===== config.mk =====
export PLATFORM = sky130hd
export DESIGN_NAME = markup_structural_char_scanner
export DESIGN_NICKNAME = d
export VERILOG_FILES = /design/src/rtl/mscs_pkg.sv /design/src/rtl/mscs_lane_scan.sv /design/src/rtl/markup_structural_char_scanner.sv
export SDC_FILE = /design/constraint.sdc
export NUM_CORES = 1
export LEC_CHECK = 0
export ABC_CLOCK_PERIOD_IN_PS = 18500
export BUFFER_PORTS_ARGS = -buffer_cell sky130_fd_sc_hd__buf_2
export CAP_MARGIN = 20
export CELL_PAD_IN_SITES_DETAIL_PLACEMENT = 2
export CELL_PAD_IN_SITES_GLOBAL_PLACEMENT = 2
export CORE_ASPECT_RATIO = 0.6
export CORE_MARGIN = 2
export CORE_UTILIZATION = 30
export CTS_CLUSTER_SIZE = 28
export DETAILED_ROUTE_END_ITERATION = 8
export GPL_TIMING_DRIVEN = 0
export PLACE_DENSITY_LB_ADDON = 0.1
export SETUP_SLACK_MARGIN = 0.15
export SLEW_MARGIN = 20
export SYNTH_ARGS = -nofsm -noshare
export SYNTH_HDL_FRONTEND = slang
export SYNTH_SLANG_ARGS = --single-unit

===== constraint.sdc =====
create_clock -name aclk -period 18.5 [get_ports aclk]
set_input_delay 2.775 -clock aclk [delete_from_list [all_inputs] [get_ports aclk]]
set_output_delay 2.775 -clock aclk [all_outputs]
set_load 0.03 [all_outputs]

===== src/rtl/mscs_pkg.sv =====
// Package: word types, quote mode encoding and structural character codes for the scanner.
package mscs_pkg;

    localparam int unsigned TEXT_W   = 64;
    localparam int unsigned COUNT_W  = 4;
    localparam int unsigned OFFSET_W = 32;
    localparam int unsigned CHAR_W   = 8;

    localparam logic [CHAR_W-1:0] CH_LT     = 8'h3C;  // <
    localparam logic [CHAR_W-1:0] CH_GT     = 8'h3E;  // >
    localparam logic [CHAR_W-1:0] CH_SLASH  = 8'h2F;  // /
    localparam logic [CHAR_W-1:0] CH_EQUALS = 8'h3D;  // =
    localparam logic [CHAR_W-1:0] CH_AMP    = 8'h26;  // &
    localparam logic [CHAR_W-1:0] CH_DQUOTE = 8'h22;  // "
    localparam logic [CHAR_W-1:0] CH_SQUOTE = 8'h27;  // '

    typedef enum logic [1:0] {
        QM_NONE   = 2'd0,
        QM_DOUBLE = 2'd1,
        QM_SINGLE = 2'd2
    } quote_mode_t;

    typedef struct packed {
        logic [TEXT_W-1:0]  text_word;
        logic [COUNT_W-1:0] byte_count;
        logic               stream_start;
    } scan_in_t;

    typedef struct packed {
        logic [OFFSET_W-1:0] char_offset;
        logic [CHAR_W-1:0]   char_value;
        logic                last_of_word;
    } scan_out_t;

    function automatic logic is_plain_structural(input logic [CHAR_W-1:0] c);
        return (c == CH_LT) || (c == CH_GT) || (c == CH_SLASH) ||
               (c == CH_EQUALS) || (c == CH_AMP);
    endfunction

endpackage


===== src/rtl/mscs_lane_scan.sv =====
// Lane classifier: structural hit mask and quote mode chained across one word.
module mscs_lane_scan
    import mscs_pkg::*;
#(
    parameter int unsigned LANES = 8
) (
    input  logic [LANES*CHAR_W-1:0] lane_bytes,
    input  logic [LANES-1:0]        lane_en,
    input  quote_mode_t             quote_in,
    output logic [LANES-1:0]        hit_mask,
    output quote_mode_t             quote_out
);

    // Walk the lanes in byte order; each lane sees the mode its predecessor leaves.
    always_comb begin
        quote_mode_t q;
        logic [CHAR_W-1:0] c;
        q        = quote_in;
        hit_mask = '0;
        for (int k = 0; k < LANES; k++) begin
            c = lane_bytes[k*CHAR_W +: CHAR_W];
            if (lane_en[k]) begin
                case (q)
                    QM_DOUBLE: begin
                        if (c == CH_DQUOTE) begin
                            hit_mask[k] = 1'b1;
                            q           = QM_NONE;
                        end
                    end
                    QM_SINGLE: begin
                        if (c == CH_SQUOTE) begin
                            hit_mask[k] = 1'b1;
                            q           = QM_NONE;
                        end
                    end
                    default: begin
                        if (is_plain_structural(c)) begin
                            hit_mask[k] = 1'b1;
                        end else if (c == CH_DQUOTE) begin
                            hit_mask[k] = 1'b1;
                            q           = QM_DOUBLE;
                        end else if (c == CH_SQUOTE) begin
                            hit_mask[k] = 1'b1;
                            q           = QM_SINGLE;
                        end
                    end
                endcase
            end
        end
        quote_out = q;
    end

endmodule


===== src/rtl/markup_structural_char_scanner.sv =====
// Top level: markup structural character scanner, input register, scan and result drain stage.
//
// The scanner takes text as words of up to LANES bytes (earliest byte in the lowest bits) and
// gives one result word per structural character, in byte order: its offset from the start of
// the stream (wrapping at 32 bits) and its value, with last_of_word set on the final result of
// each input word. Outside quotes the structural characters are < > / = & and both quote marks;
// a quote mark opens a quote of its kind, inside which only the matching closing quote counts.
// An input word is taken every cycle as long as the drain stage can take its hits: a word with no
// structural character never waits for the drain stage, and a word with N structural characters
// occupies the drain stage until all N results have gone out, one result per cycle while m_ready
// is high, while the next word already waits in the input register. Results leave from the drain
// stage register, which is loaded from the input register. Setting stream_start clears the offset
// and the quote mode before that word is scanned.
module markup_structural_char_scanner
    import mscs_pkg::*;
#(
    parameter int unsigned LANES = 8
) (
    input  logic      aclk,
    input  logic      aresetn,
    input  logic      s_valid,
    output logic      s_ready,
    input  scan_in_t  s_word,
    output logic      m_valid,
    input  logic      m_ready,
    output scan_out_t m_word
);

    localparam int unsigned IDX_W = (LANES > 1) ? $clog2(LANES) : 1;
    localparam logic [COUNT_W-1:0] LANES_CNT = COUNT_W'(LANES);

    // Input register
    logic                    a_valid_reg;
    logic [LANES*CHAR_W-1:0] a_bytes_reg;
    logic [COUNT_W-1:0]      a_count_reg;
    logic                    a_start_reg;

    // Stream state
    logic [OFFSET_W-1:0] offset_reg;
    quote_mode_t         quote_reg;

    // Drain stage: pending hits of one word
    logic                    b_valid_reg;
    logic [LANES-1:0]        b_mask_reg;
    logic [LANES*CHAR_W-1:0] b_bytes_reg;
    logic [OFFSET_W-1:0]     b_base_reg;

    logic [COUNT_W-1:0]  count_sat;
    logic [LANES-1:0]    lane_en;
    logic [OFFSET_W-1:0] word_base;
    quote_mode_t         quote_in;
    quote_mode_t         quote_out;
    logic [LANES-1:0]    hit_mask;
    logic                has_hits;
    logic                b_done;
    logic                a_moves;

    logic [IDX_W-1:0]    pick_idx;
    logic [LANES-1:0]    b_mask_next;
    logic                b_last;

    // Saturate the byte count and open the valid lanes.
    always_comb begin
        count_sat = (a_count_reg > LANES_CNT) ? LANES_CNT : a_count_reg;
        for (int k = 0; k < LANES; k++) begin
            lane_en[k] = (COUNT_W'(k) < count_sat);
        end
    end

    // A stream start drops the running offset and quote mode for this word.
    assign word_base = a_start_reg ? '0 : offset_reg;
    assign quote_in  = a_start_reg ? QM_NONE : quote_reg;

    mscs_lane_scan #(
        .LANES (LANES)
    ) u_lane_scan (
        .lane_bytes (a_bytes_reg),
        .lane_en    (lane_en),
        .quote_in   (quote_in),
        .hit_mask   (hit_mask),
        .quote_out  (quote_out)
    );

    assign has_hits = |hit_mask;

    // Lowest pending hit goes out first.
    always_comb begin
        pick_idx = '0;
        for (int k = LANES - 1; k >= 0; k--) begin
            if (b_mask_reg[k]) begin
                pick_idx = IDX_W'(k);
            end
        end
    end

    assign b_mask_next = b_mask_reg & (b_mask_reg - LANES'(1));
    assign b_last      = (b_mask_next == '0);
    assign b_done      = b_valid_reg && m_ready && b_last;

    // Advance a word when its hits have somewhere to go, or when it has none.
    assign a_moves = a_valid_reg && (!has_hits || !b_valid_reg || b_done);
    assign s_ready = !a_valid_reg || a_moves;

    assign m_valid             = b_valid_reg;
    assign m_word.char_offset  = b_base_reg + OFFSET_W'(pick_idx);
    assign m_word.char_value   = b_bytes_reg[pick_idx*CHAR_W +: CHAR_W];
    assign m_word.last_of_word = b_last;

    // Control state
    always_ff @(posedge aclk) begin
        if (!aresetn) begin
            a_valid_reg <= 1'b0;
            b_valid_reg <= 1'b0;
            offset_reg  <= '0;
            quote_reg   <= QM_NONE;
        end else begin
            if (s_valid && s_ready) begin
                a_valid_reg <= 1'b1;
            end else if (a_moves) begin
                a_valid_reg <= 1'b0;
            end

            if (a_moves) begin
                offset_reg <= word_base + OFFSET_W'(count_sat);
                quote_reg  <= quote_out;
            end

            if (a_moves && has_hits) begin
                b_valid_reg <= 1'b1;
            end else if (b_done) begin
                b_valid_reg <= 1'b0;
            end
        end
    end

    // Payload registers: hold while stalled, load on handshake.
    always_ff @(posedge aclk) begin
        if (s_valid && s_ready) begin
            a_bytes_reg <= s_word.text_word[LANES*CHAR_W-1:0];
            a_count_reg <= s_word.byte_count;
            a_start_reg <= s_word.stream_start;
        end

        if (a_moves && has_hits) begin
            b_mask_reg  <= hit_mask;
            b_bytes_reg <= a_bytes_reg;
            b_base_reg  <= word_base;
        end else if (b_valid_reg && m_ready) begin
            b_mask_reg <= b_mask_next;
        end
    end

endmodule

# Word level (Yosys, flattened, before mapping)
# Index checks and enable logic that the tools add are counted.
# totals
reg_bits	209
latchBits	0
ramBits	0
rom_bits	0
word_cells	265
n_memories	0
# classes
add_sub_neg	3
multipliers	0
n_div	0
n_lt_le_gt_ge	9
eq_ne	72
shifts	1
n_mux	121
bitwise	1
n_reduce_logical	48
# op_table
operator	count
$eq A8 B6 Y1 const B	56
$mux W2	49
$shiftx A64 B7 Y8	1
$mux W1	44
$logic_or A1 B1 Y1	35
$add A32 B3 Y32	1
$add A32 B4 Y32	1
$mux W32	1
$pmux W2 S2	8
$mux W3	8
$eq A2 B1 Y1 const B	8
$eq A2 B2 Y1 const B	8
$lt A3 B4 Y1 const A	4
$mux W8	2
$pmux W1 S2	8
$and A8 B8 Y8	1
$logic_not A8 Y1	1
$lt A1 B4 Y1 const A	2
$lt A2 B4 Y1 const A	2
$reduce_or A8 Y1	1
$sub A8 B1 Y8 const B	1
$reduce_bool A2 Y1	3
$logic_and A1 B1 Y1	5
$gt A4 B4 Y1 const B	1
2 further kinds	4

# Logic depth before layout (Yosys ltp)
# logic_depth
depth_word	49
ltp_mapped	45

# Modules after synthesis
# Synthesis repeated with hierarchy kept, for this count alone.
# hier_totals
cells_unflattened	958
area_unflattened_um2	10837.9
# modules_own_cells
module	instances	cells_per_inst	area_per_inst_um2	seq_area_each_um2
markup_structural_char_scanner	1	700	9138.8	5915.7
mscs_lane_scan	1	258	1699.1	0.0

# Least setup slack after synthesis
# No wires, ideal clock.
# synth_path
kind	register -> register
startpoint	register a_start_reg
endpoint	register a_bytes_reg[0], enable pin
t_arrival_ns	11.397
t_required_ns	17.963
path_slack_ns	6.565
stages_incl_launch_ff	41
n_path_buf	1
path_cell_list	edfxtp_1 -> nor2b_1 -> inv_1 -> ha_1 -> and2_1 -> a31o_1 -> a221oi_4 -> ha_1 -> nor2_1 -> a21oi_1 -> a311oi_1 -> o21bai_1 -> inv_1 -> ha_1 -> o22ai_1 -> a221oi_1 -> nor3_1 -> nor2_1 -> [5 not listed] -> a22o_1 -> a211oi_2 -> buf_4 -> nor2_1 -> a2111oi_0 -> or2_2 -> a32oi_1 -> or3_1 -> ha_1 -> o21ai_0 -> a21oi_1 -> o21ai_0 -> nand2_1 -> nor2_1 -> nand3_1 -> a211oi_4 -> o41ai_2 -> a31oi_1
# synth_via
elab_chain_cells	46
# synth_lines
element	line	rtl
start: declaration	markup_structural_char_scanner.sv:36	logic a_start_reg;
start signal: assignment	markup_structural_char_scanner.sv:141	a_start_reg <= s_word.stream_start;
$mux W2 *	markup_structural_char_scanner.sv:72	assign quote_in = a_start_reg ? QM_NONE : quote_reg;
$mux W2	mscs_lane_scan.sv:42	end else if (c == CH_SQUOTE) begin
$mux W2	mscs_lane_scan.sv:39	end else if (c == CH_DQUOTE) begin
$mux W2	mscs_lane_scan.sv:37	if (is_plain_structural(c)) begin
$pmux W2 S2	mscs_lane_scan.sv:23	case (q)
$mux W2	mscs_lane_scan.sv:22	if (lane_en[k]) begin
$mux W2	mscs_lane_scan.sv:42	
$mux W2	mscs_lane_scan.sv:39	
[29 not listed]	-	
$pmux W1 S2	mscs_lane_scan.sv:23	
$mux W1	mscs_lane_scan.sv:22	
$reduce_or A8 Y1 *	markup_structural_char_scanner.sv:84	assign has_hits = |hit_mask;
$logic_not A1 Y1 *	markup_structural_char_scanner.sv:101	assign a_moves = a_valid_reg && (!has_hits || !b_valid_reg || b_done);
$logic_or A1 B1 Y1 * (2 in a row)	markup_structural_char_scanner.sv:101	
$logic_and A1 B1 Y1 *	markup_structural_char_scanner.sv:101	
$logic_or A1 B1 Y1 *	markup_structural_char_scanner.sv:102	assign s_ready = !a_valid_reg || a_moves;
$logic_and A1 B1 Y1 *	markup_structural_char_scanner.sv:138	if (s_valid && s_ready) begin
end signal: assignment	markup_structural_char_scanner.sv:139	a_bytes_reg <= s_word.text_word[LANES*CHAR_W-1:0];
end: declaration	markup_structural_char_scanner.sv:34	logic [LANES*CHAR_W-1:0] a_bytes_reg;
# Every way passes the cells marked *; elsewhere a longest branch is shown, timed or not.
# A chain may end at the register's enable or synchronous reset.

# Final worst setup path
# layout_path
startpoint	register a_start_reg
endpoint	output s_ready
# layout_via
elab_chain_cells	45
# layout_lines
element	line	rtl
$mux W2 *	markup_structural_char_scanner.sv:72	
$mux W2	mscs_lane_scan.sv:42	
$mux W2	mscs_lane_scan.sv:39	
$mux W2	mscs_lane_scan.sv:37	
$pmux W2 S2	mscs_lane_scan.sv:23	
$mux W2	mscs_lane_scan.sv:22	
$mux W2	mscs_lane_scan.sv:42	
$mux W2	mscs_lane_scan.sv:39	
[28 not listed]	-	
$eq A2 B2 Y1 or $eq A2 B1 Y1 (tied branches)	mscs_lane_scan.sv:23	
$pmux W1 S2	mscs_lane_scan.sv:23	
$mux W1	mscs_lane_scan.sv:22	
$reduce_or A8 Y1 *	markup_structural_char_scanner.sv:84	
$logic_not A1 Y1 *	markup_structural_char_scanner.sv:101	
$logic_or A1 B1 Y1 * (2 in a row)	markup_structural_char_scanner.sv:101	
$logic_and A1 B1 Y1 *	markup_structural_char_scanner.sv:101	
$logic_or A1 B1 Y1 *	markup_structural_char_scanner.sv:102	
end: declaration	markup_structural_char_scanner.sv:22	output logic s_ready,
# Marks and branches as above.

==> impl_table.tex <==
\begin{tabular}{lr}
\hline
Metric & Value \\
\hline
\multicolumn{2}{l}{\textbf{Timing}} \\
Period utilization & 77.9\% \\
Remaining max-slew budget at the tightest pin & 35.6\% \\
Number of max-slew violations in the final report & 0 \\
Tmin final & 14410 ps \\
Setup violations, final & 0 \\
Final-report hold violation count & 0 \\
Pin slew with the least headroom to its limit & 966 ps \\
Setup TNS Final & 0 ps \\
Setup slack of the critical path after layout & 4090 ps \\
RSZ-0062 raised after global routing & no \\
Fmax & 0.0694 GHz \\
Clock skew after layout & 15.4 ps \\
\multicolumn{2}{l}{\textbf{Global route}} \\
Congestion Overflow GR & 0 \\
Number of global-route vias before repair & 8795 \\
Antenna violations before repair & 2 \\
All-layer global routing usage & 20.7\% \\
Wire length of the first global-routing pass & 59500 um \\
Pin count of the biggest net entering global routing & 68 \\
\multicolumn{2}{l}{\textbf{Clock network}} \\
Cts hold-fix bufs & 0 \\
Deepest clock path buffer count & 3 \\
Resized cells post-CTS & 0 \\
Post-CTS Setup Inserts & 0 \\
Clock slew at reported path FFs & 60 ps \\
Total CTS buffers & 23 \\
Deepest level of the CTS H-tree & 1 \\
Clock Root Buffer & clkbuf\_16 \\
Number of clock sinks & 209 \\
TritonCTS clock tree & yes \\
Clock Latency Late Sink & 550 ps \\
\multicolumn{2}{l}{\textbf{Finish}} \\
Fraction of final layout cells sized beyond drive strength 1 & 22.3\% \\
Most frequent cells in the layout & edfxtp\_1 (173), buf\_2 (121), nand2\_1 (80) \\
Total number of nets in the final design & 1179 \\
Area added between synthesis and finish & 19.0\% \\
Most common cell after layout, fill and taps aside & edfxtp\_1 \\
\multicolumn{2}{l}{\textbf{Detailed routing}} \\
Vias post-DR & 8527 \\
Via count normalized by instance count & 5.40 \\
Average wire length per cell after detail routing & 24.8 um \\
DRC Markers & 0 \\
Number of violations reported at the end of detailed-routing iteration 0 & 681 \\
Detailed Routing Iterations Pass 1 & 5 \\
Wire length reported by the detailed router & 39300 um \\
Post-DRT Antenna Nets & 0 \\
\multicolumn{2}{l}{\textbf{Placed design}} \\
Final weighted congestion of routability-driven global placement & 0.816 \\
Worst slack, placed & 4780 ps \\
Count of buffers inserted at the top-level ports & 115 \\
Half-perimeter wire length of the detailed placement result & 30400 um \\
\multicolumn{2}{l}{\textbf{Pwr}} \\
Worst voltage drop across the vdd grid & 59.1 uV \\
Pwr/cell area & 85.3 nW/um\^{}2 \\
Power Total & 1.11 mW \\
Leakage power of the design & 4.41 nW \\
\multicolumn{2}{l}{\textbf{Worst setup path}} \\
Critical path start-end classification & reg2out \\
Cell mode on critical path & ha\_1 \\
Nature of the critical path endpoint & output port \\
Element type at the critical path start & flop \\
Data required time at the worst endpoint & 15730 ps \\
Critical path peak fanout & 10 \\
Crit-path slowest cell & a2111oi\_0 \\
Delay of the slowest critical-path stage & 800 ps \\
Worst EP arrival & 11640 ps \\
\multicolumn{2}{l}{\textbf{Floorplan}} \\
Height of the die & 152 um \\
X dimension of the die & 251 um \\
Cell Rows & 54 \\
Initial cell density of the core & 30.3\% \\
Ports & 116 \\
Core outline area & 36100 um\^{}2 \\
Die outline area & 38100 um\^{}2 \\
\multicolumn{2}{l}{\textbf{Worst hold path}} \\
Min-delay worst type & reg2reg \\
\multicolumn{2}{l}{\textbf{Logic synthesis}} \\
Syn\_nets & 1034 \\
Number of synthesized flops with an enable pin & 173 \\
Warnings from Yosys & 0 \\
Count of distinct cell types in the synthesized netlist & 101 \\
Syn Area/Cell & 11.6 um\^{}2 \\
Proportion of register bits with asynchronous set or reset after synthesis & 0\% \\
Syn Inst Count & 942 \\
Post-synthesis instance area & 10900 um\^{}2 \\
Main flop type after synthesis & edfxtp\_1 \\
Yosys reg bits & 209 \\
Portion of the post-synthesis area used by sequential elements & 54.1\% \\
\multicolumn{2}{l}{\textbf{Run status}} \\
Status & finished, final reports clean \\
\multicolumn{2}{l}{\textbf{Run}} \\
Max Cap Viol & 0 \\
\hline
\end{tabular}
[final timing paths]
check	endpoint	from	cells after the start	slack, ps
max	s_ready	a_start_reg	41	4090
min reg2reg	b_bytes_reg[5]	a_bytes_reg[5]	0	440
min	b_bytes_reg[5]	a_bytes_reg[5]	0	440
max reg2reg	a_count_reg[0]	a_start_reg	42	6680
[cells by family (layout without fill, tap and decap cells)]
family / Yosys count / after routing / synth area share, %
buffers and inverters: 70 / 231 / 3.08
AO/OA/AOI/OAI: 203 / 203 / 13.8
adder cells (fa/ha/maj): 20 / 20 / 2.40
AND/OR/NAND/NOR: 362 / 362 / 18.0
multiplexers: 36 / 36 / 5.34
flip-flops: 209 / 209 / 54.1
XOR/XNOR: 42 / 42 / 3.36
other: 0 / 1 / 0
[layer usage]
layer  vias to the layer above  GRT usage, %  share of wire [%]
met5                         -             0                  0
met4                         0          2.68                1.1
li1                       3895             -                  -
met1                      4395          35.6                 57
met3                        27          2.66                4.0
met2                       210          27.1                 38
[cell type report]
| class | count | area (um^2) |
|---|---|---|
| fillers | 3803 | 23100 |
| flip-flops and latches | 209 | 5920 |
| multi-input cells | 663 | 4720 |
| repair buffers | 120 | 701 |
| well taps | 476 | 596 |
| clock buffers | 23 | 576 |
| plain buffers | 36 | 209 |
| clock inverters | 18 | 168 |
| inverters | 34 | 133 |
| diodes | 1 | 2.50 |
[cells in the mapped netlist (4+ instances only)]
library cell	n	area (um^2)
xnor2_1	32	280
a21oi_1	35	175
and3_1	14	87.6
o21a_1	8	60.1
o21ai_0	35	175
or4_1	5	37.5
o22ai_1	5	31.3
mux4_2	16	360
edfxtp_1	173	5190
nor4b_1	4	35.0
dfxtp_1	36	721
and2_1	14	87.6
xor2_1	10	87.6
nand2b_1	8	50.1
nor2_1	65	244
a211oi_1	13	97.6
mux2i_1	10	100
nand4_1	13	81.3
buf_6	7	78.8
or2_2	5	31.3
nor4_1	4	25.0
nor3b_1	7	52.6
a31oi_1	20	125
nor3_1	22	110
o32ai_1	6	52.6
nor2b_1	38	238
a221oi_1	4	35.0
or3_1	7	43.8
nand3_1	44	220
mux2_2	9	101
buf_2	6	30.0
inv_1	33	124
nand3b_1	4	30.0
nand2_1	80	300
clkbuf_1	15	56.3
ha_1	17	213
a311oi_1	4	35.0
a21o_1	5	37.5
o31ai_1	7	52.6
[worst max-delay path: cells and delay by family, from the launching register on]
family / cells / cell delay (ps)
flip-flops: 1 / 420
adder cells (fa/ha/maj): 5 / 1920
buffers and inverters: 5 / 710
AND/OR/NAND/NOR: 14 / 2880
AO/OA/AOI/OAI: 17 / 5100
[metrics by stage]
stage	cell area, um^2	util [%]	cells	hold WS [ps]
global placement	12100	33.5	1533	426
detailed placement	12300	33.9	1538	434
global route	13000	36.0	1579	458
finish	13000	36.0	1580	445
CTS	13000	36.0	1579	449
floorplan	10900	-	942	415
[power by group]
group / total, mW / internal [mW] / switching (mW)
Combinational: 0.101 / 0.0363 / 0.0646
Sequential: 0.544 / 0.528 / 0.0162
Clock: 0.466 / 0.258 / 0.208
(Power assumes the default switching activity.)
